`src/design/ldm_pkg.sv`:
```
// Shared types, widths and register codes for the lens distortion mapper.
`timescale 1ns / 1ps
`default_nettype none
package ldm_pkg;

    localparam int Q20_W    = 24;   // normalized and distorted coordinates, Q4.20
    localparam int CENTER_W = 16;
    localparam int INV_W    = 25;
    localparam int K_W      = 20;
    localparam int P_W      = 16;
    localparam int CFG_W    = 32;
    localparam int CFG_IDX_W = 3;
    localparam int XX_W     = 48;   // raw square and cross products
    localparam int SQ_W     = 28;   // x2, y2, xy in Q.20
    localparam int R2_W     = 29;
    localparam int R4_W     = 36;
    localparam int R6_W     = 43;
    localparam int F_W      = 47;   // radial factor, Q.20
    localparam int TANG_W   = 48;   // tangential sums, Q.34

    localparam logic signed [Q20_W-1:0] Q20_MAX = 24'sh7F_FFFF;
    localparam logic signed [Q20_W-1:0] Q20_MIN = 24'sh80_0000;

    typedef enum logic [CFG_IDX_W-1:0] {
        CFG_CENTER_X,
        CFG_CENTER_Y,
        CFG_INV_FOCAL_X,
        CFG_INV_FOCAL_Y,
        CFG_RADIAL_K1,
        CFG_RADIAL_K2,
        CFG_RADIAL_K3,
        CFG_TANGENTIAL
    } t_cfg_idx;

    typedef struct packed {
        logic        [CENTER_W-1:0] center_x;
        logic        [CENTER_W-1:0] center_y;
        logic        [INV_W-1:0]    inv_focal_x;
        logic        [INV_W-1:0]    inv_focal_y;
        logic signed [K_W-1:0]      k1;
        logic signed [K_W-1:0]      k2;
        logic signed [K_W-1:0]      k3;
        logic signed [P_W-1:0]      p1;
        logic signed [P_W-1:0]      p2;
    } t_cfg;

    typedef struct packed {
        logic signed [Q20_W-1:0] x;
        logic signed [Q20_W-1:0] y;
        logic                    sat;
    } t_norm;

    typedef struct packed {
        logic signed [TANG_W-1:0] tx;
        logic signed [TANG_W-1:0] ty;
    } t_tang;

    typedef struct packed {
        logic signed [F_W-1:0]   f;
        logic signed [Q20_W-1:0] x;
        logic signed [Q20_W-1:0] y;
        t_tang                   tang;
        logic                    sat;
    } t_poly;

endpackage
`default_nettype wire

```
`src/design/ldm_normalize.sv`:
```
// Principal point offset and reciprocal focal scaling into Q4.20, two stages.
`timescale 1ns / 1ps
`default_nettype none
module ldm_normalize #(
    parameter int PIXEL_BITS = 12
) (
    input  logic                  i_clk,
    input  logic                  i_rst_n,
    input  logic                  i_valid,
    output logic                  o_ready,
    input  logic [PIXEL_BITS-1:0] i_pixel_x,
    input  logic [PIXEL_BITS-1:0] i_pixel_y,
    input  ldm_pkg::t_cfg         i_cfg,
    output logic                  o_valid,
    input  logic                  i_ready,
    output ldm_pkg::t_norm         o_norm
);
    import ldm_pkg::*;

    localparam int NS = 2;
    localparam int DW = ((PIXEL_BITS + 4 > CENTER_W) ? PIXEL_BITS + 4 : CENTER_W) + 1;
    localparam int PW = DW + INV_W + 1;
    localparam int QW = PW - 8;
    localparam logic signed [PW-1:0] RND8 = PW'(128);

    logic [NS-1:0]           r_v;
    logic [NS-1:0]           en;
    logic signed [DW-1:0]    dx;
    logic signed [DW-1:0]    dy;
    logic signed [PW-1:0]    n_px;
    logic signed [PW-1:0]    n_py;
    logic signed [PW-1:0]    r_px;
    logic signed [PW-1:0]    r_py;
    logic signed [PW-1:0]    rnd_x;
    logic signed [PW-1:0]    rnd_y;
    logic signed [QW-1:0]    qx;
    logic signed [QW-1:0]    qy;
    logic                    ovf_x;
    logic                    ovf_y;
    t_norm                   n_norm;
    t_norm                   r_norm;

    // a stage loads when it is empty or its content moves on
    always_comb begin
        en[NS-1] = !r_v[NS-1] || i_ready;
        for (int k = NS - 2; k >= 0; k--) begin
            en[k] = !r_v[k] || en[k+1];
        end
    end

    assign o_ready = en[0];
    assign o_valid = r_v[NS-1];
    assign o_norm  = r_norm;

    always_comb begin
        dx   = $signed({{(DW-PIXEL_BITS-4){1'b0}}, i_pixel_x, 4'b0000})
             - $signed({{(DW-CENTER_W){1'b0}}, i_cfg.center_x});
        dy   = $signed({{(DW-PIXEL_BITS-4){1'b0}}, i_pixel_y, 4'b0000})
             - $signed({{(DW-CENTER_W){1'b0}}, i_cfg.center_y});
        n_px = dx * $signed({1'b0, i_cfg.inv_focal_x});
        n_py = dy * $signed({1'b0, i_cfg.inv_focal_y});
    end

    always_comb begin
        rnd_x = r_px + RND8;
        rnd_y = r_py + RND8;
        qx    = $signed(rnd_x[PW-1:8]);
        qy    = $signed(rnd_y[PW-1:8]);
        ovf_x = !((&qx[QW-1:Q20_W-1]) || !(|qx[QW-1:Q20_W-1]));
        ovf_y = !((&qy[QW-1:Q20_W-1]) || !(|qy[QW-1:Q20_W-1]));
        n_norm.x   = ovf_x ? (qx[QW-1] ? Q20_MIN : Q20_MAX) : qx[Q20_W-1:0];
        n_norm.y   = ovf_y ? (qy[QW-1] ? Q20_MIN : Q20_MAX) : qy[Q20_W-1:0];
        n_norm.sat = ovf_x || ovf_y;
    end

    always_ff @(posedge i_clk) begin
        if (!i_rst_n) begin
            r_v <= '0;
        end else begin
            if (en[0]) begin
                r_v[0] <= i_valid;
            end
            for (int k = 1; k < NS; k++) begin
                if (en[k]) begin
                    r_v[k] <= r_v[k-1];
                end
            end
        end
    end

    always_ff @(posedge i_clk) begin
        if (en[0]) begin
            r_px <= n_px;
            r_py <= n_py;
        end
        if (en[1]) begin
            r_norm <= n_norm;
        end
    end

endmodule
`default_nettype wire

```
`config.mk`:
```
export PLATFORM = sky130hd
export DESIGN_NAME = ldm_normalize
export DESIGN_NICKNAME = d
export VERILOG_FILES = /design/src/design/ldm_pkg.sv /design/src/design/ldm_normalize.sv
export SDC_FILE = /design/constraint.sdc
export NUM_CORES = 2
export LEC_CHECK = 0
export BUFFER_PORTS_ARGS = -buffer_cell sky130_fd_sc_hd__clkbuf_2
export CORE_ASPECT_RATIO = 0.6
export CORE_UTILIZATION = 40
export DETAILED_ROUTE_END_ITERATION = 10
export PLACE_DENSITY = 0.61
export SLEW_MARGIN = 15
export SYNTH_ARGS = -nofsm -noshare
export SYNTH_HDL_FRONTEND = slang
export SYNTH_SLANG_ARGS = --single-unit
```
`constraint.sdc`:
```
create_clock -name i_clk -period 12.29 [get_ports i_clk]
set_input_delay 1.229 -clock i_clk [delete_from_list [all_inputs] [get_ports i_clk]]
set_output_delay 1.229 -clock i_clk [all_outputs]
set_load 0.005 [all_outputs]
```
Yosys cells after proc, flatten, opt, wreduce, memory -nomap -nowiden --
Index checks and enable logic that the tools add are counted.
Operators by class: add/subtract/negate cells 4, multiply operators 2, div/mod/pow operators 0, $lt $le $gt $ge 0, equality and inequality tests 0, shifts and indexed selects 0, multiplexer cells 4, bitwise logic cells 0, reduce and logical (&&, ||, !) cells 15
Operators by type and width (count):
- $mux W24 | 4
- $add A43 B9 Y43 const B | 2
- $mul A17 B26 Y43 | 2
- $sub A16 B16 Y17 | 2
- $reduce_and A12 Y1 | 2
- $reduce_or A12 Y1 | 2
- $logic_not A1 Y1 | 6
- $logic_or A1 B1 Y1 | 5
Word-level totals: register bits 137, bits in latches 0, memory bits (writable) 0, ROM bits 0, bits of input ports 202, output and inout port bits 51, word-level logic and storage cells 32, memories kept 0

Depth between registers and ports, before layout --
word-level depth 6, gate-level depth with buffers 34, depth with buffers taken out 31

Least setup slack after synthesis --
Ideal clock, no wire load.
path kind input -> register, start input i_cfg[142] in the netlist's numbering, end register r_py[42] (data pin), setup time 269 ps, arrival 8811 ps, required time 12021 ps, path slack 3210 ps, stages on the path 31, buffers on the path 2, cells stage by stage clkbuf_1 > inv_1 > ha_1 > nor4bb_1 > o21ai_0 > a21boi_0 > o2111ai_1 > a31oi_1 > a31oi_1 > xnor2_1 > clkbuf_1 > nand2_1 > fa_1 > fa_1 > inv_1 > fa_1 > fa_1 > fa_1 > inv_1 > fa_1 > inv_1 > ha_1 > a21o_1 > a211oi_1 > o221ai_1 > o2111a_1 > o21a_1 > a31o_2 > a31o_2 > a2111oi_0 > nor3_1
Between the ends: cells in the longest elaborated chain, start to end 2
RTL lines:
- start: declaration | line ldm_normalize.sv:13 | input ldm_pkg::t_cfg i_cfg,
- $sub A16 B16 Y17 | line ldm_normalize.sv:59 | - $signed({{(DW-CENTER_W){1'b0}}, i_cfg.center_y});
- $mul A17 B26 Y43 | line ldm_normalize.sv:61 | n_py = dy * $signed({1'b0, i_cfg.inv_focal_y});
- net n_py[42] | line ldm_normalize.sv:31 | logic signed [PW-1:0] n_py;
- end signal: assignment | line ldm_normalize.sv:94 | r_py <= n_py;
- end: declaration | line ldm_normalize.sv:33 | logic signed [PW-1:0] r_py;
The timed path passes the listed nets, and every way through them passes these cells. A chain may end at the register's enable or synchronous reset.

Final worst setup path --
Same ends and word-level chain as after synthesis.

==> results.tsv <==
metric	value	unit
H-tree levels	4	
total gr overflow	0	
Critical Path End Type	flip-flop	
placer congestion estimate	0.8703	
CP max FO	50	
largest net degree at the start of global routing	54	
Num CTS Buffers	25	
GRT Overall Usage	0.2179	
area share of the leading cell type in the synthesized netlist	0.3795	
final hold viol count	0	
cell area after synthesis	0.03619	mm²
post-route ant nets	0	
Core Rows	85	
Worst Clk Skew	0.01802	ns
syn_nets	5337	
Post-CTS Setup Bufs	0	
Post-route DRC	0	
WL per Instance	18.00	µm
Cells after Synth	4141	
CTS tree	done	
worst hold path class	reg -> reg	
via count	27930	
post-synthesis sequential area ratio	0.1015	
Initial Util	0.4036	
core area	0.08965	mm²
hold path depth	1	
placed cell areas	0.03816	mm²
worst r2r path cells	10	
ys async rst share	0	
clk_lat worst skew	0.48	ns
synthesized flop and latch total	123	
fin crit share	0.8689	
CTS Hold Bufs	0	
top cells by count, synth	inv_1, fa_1, nand2_1, ha_1, and2_1	
die height	235.0	µm
Setup violations, final	0	
port bufs	160	
slowest CP cell	and4_1	
clock sinks	123	
area delta synth->final	7.320	%
Max Cap Viol	0	
Setup CP Type	in -> reg	
Netlist cell types	81	
top-count cell post-synth	inv_1	
fraction of layout cells with a size suffix above 1	0.07257	
Max Clk Rate	93.64	MHz
Ports	253	
WL final	96.37	mm
Req. time, crit path	12.49	ns
CP Data Arrival Time	10.88	ns
status	finished clean	
setup tns final	0	ns
commonest register cell after synthesis	edfxtp_1	
Root Driver	clkbuf_16	
Final Instance Area	0.03883	mm²
hpwl dp	78.21	mm
crit path time final	10.68	ns
first-pass GRT wire length	157.8	mm
post-cts sizing count	0	
Least-Margin Pin Slew	1.055	ns
die area	0.09171	mm²
Max Transition Viols Final	0	
clock slew seen by the registers of the worst setup and hold paths	0.05	ns
delay of the slowest cell on the worst path	0.57	ns
Post-Place Cells	5320	
worst hold slack	0.5611	ns
Ys Warns	0	
Syn Area/Cell	8.738	µm²
Die Width	390.3	µm
number of global-route vias before repair	28080	
Post-synth EDFFs	121	
Crit path top cell by count	fa_1	
Pre-Repair DR Iteration Count	5	
initial antenna violation count	3	
Detailed Route Iter0 Violations	2163	
relative slew slack	0.2956	
critical path startpoint category	primary input	
CTS max path bufs	3	
top post-synthesis cells by area	fa_1, ha_1, edfxtp_1	
non-filler instance count after layout	5353	
dominant cell type by area after synthesis	fa_1	
vias per cell	5.217	
RSZ-0062 raised after global routing	no	
layout net count	5325	
==> sequential cells by signal, summed over array words and instances (netlist names) <==
| register | count |
|---|---|
| r_v | 2 |
| o_norm | 49 |
| r_px | 36 |
| r_py | 36 |
==> layout make-up <==
type,count,area [µm²]
fillers,8896,50820
multi-input cells,2858,28410
flip-flops and latches,123,3674
inverters,921,3457
well taps,1218,1524
repair buffers,200,1101
clock buffers,29,650.6
clock inverters,3,16.27
diodes,1,2.502
==> cells in the final DEF, fill, tap and decap left out, types with 6 or more instances in the layout <==
cell,instances
and4_1,8
a211oi_1,17
a311oi_1,10
xnor2_1,61
o311ai_0,8
nand4_1,52
buf_4,40
nand2_1,561
a21o_1,32
nand2b_1,13
o21ai_0,69
and2_1,254
nor4_1,15
nand4b_1,26
fa_1,686
or2_2,9
a31o_2,13
or3_1,13
inv_1,920
a31oi_1,47
o21a_1,16
clkbuf_16,25
o31a_1,7
nand3b_1,42
nand3_1,109
ha_1,308
edfxtp_1,121
o211ai_1,13
nor3b_1,28
xor2_1,53
a21oi_1,86
nor2_1,124
clkbuf_2,160
nor2b_1,13
xnor2_4,10
and3_1,19
a21boi_0,6
nor3_1,40
==> critical path, delay by kind of cell <==
family	cells	cell delay, ns
compound gates	14	4.10
simple gates	4	1.31
buf+inv	5	0.93
fa+ha+maj	7	3.30
==> cell families (layout without fill, tap and decap cells) <==
family,count (synthesis),in the layout,share of synthesized area
DFF,123,123,0.1015
AOI/OAI and AO/OA,365,365,0.06580
buffers and inverters,1160,1153,0.1214
adders and majority gates,994,994,0.4860
and+or+nand+nor,1360,1360,0.1911
muxes,8,8,0.002420
xor gates and xnor gates,131,131,0.03171
other,0,1,0
==> routing by layer <==
metal  track usage  part of all wire  vias up
met5      0.003636                 0        -
li1              -                 -    12800
met4       0.02210            0.0085        0
met1        0.3683              0.53    14120
met2        0.2848              0.38      957
met3       0.04416             0.088       57
==> final timing paths <==
| path | slack (ns) | endpoint | start |
|---|---|---|---|
| worst max-delay path | 1.61 | r_py[42] | i_cfg[142] |
| worst min-delay path | 0.56 | r_v[1] | r_v[0] |
| worst max register to register | 7.66 | o_norm[19] | r_py[8] |
| worst min register to register | 0.56 | r_v[1] | r_v[0] |
==> through the flow <==
stage / utilization / setup slack, ns
6_report: 0.4332 / 1.611
5_1_grt: 0.4331 / 1.116
4_1_cts: 0.4331 / 1.698
3_5_place_dp: 0.4257 / 1.211
3_3_place_gp: 0.4257 / 1.350
2_1_floorplan: - / 3.210
Power is left out: the tool's default activity adds up to more than one toggle a clock period on the data nets, which glitch-free logic cannot reach.
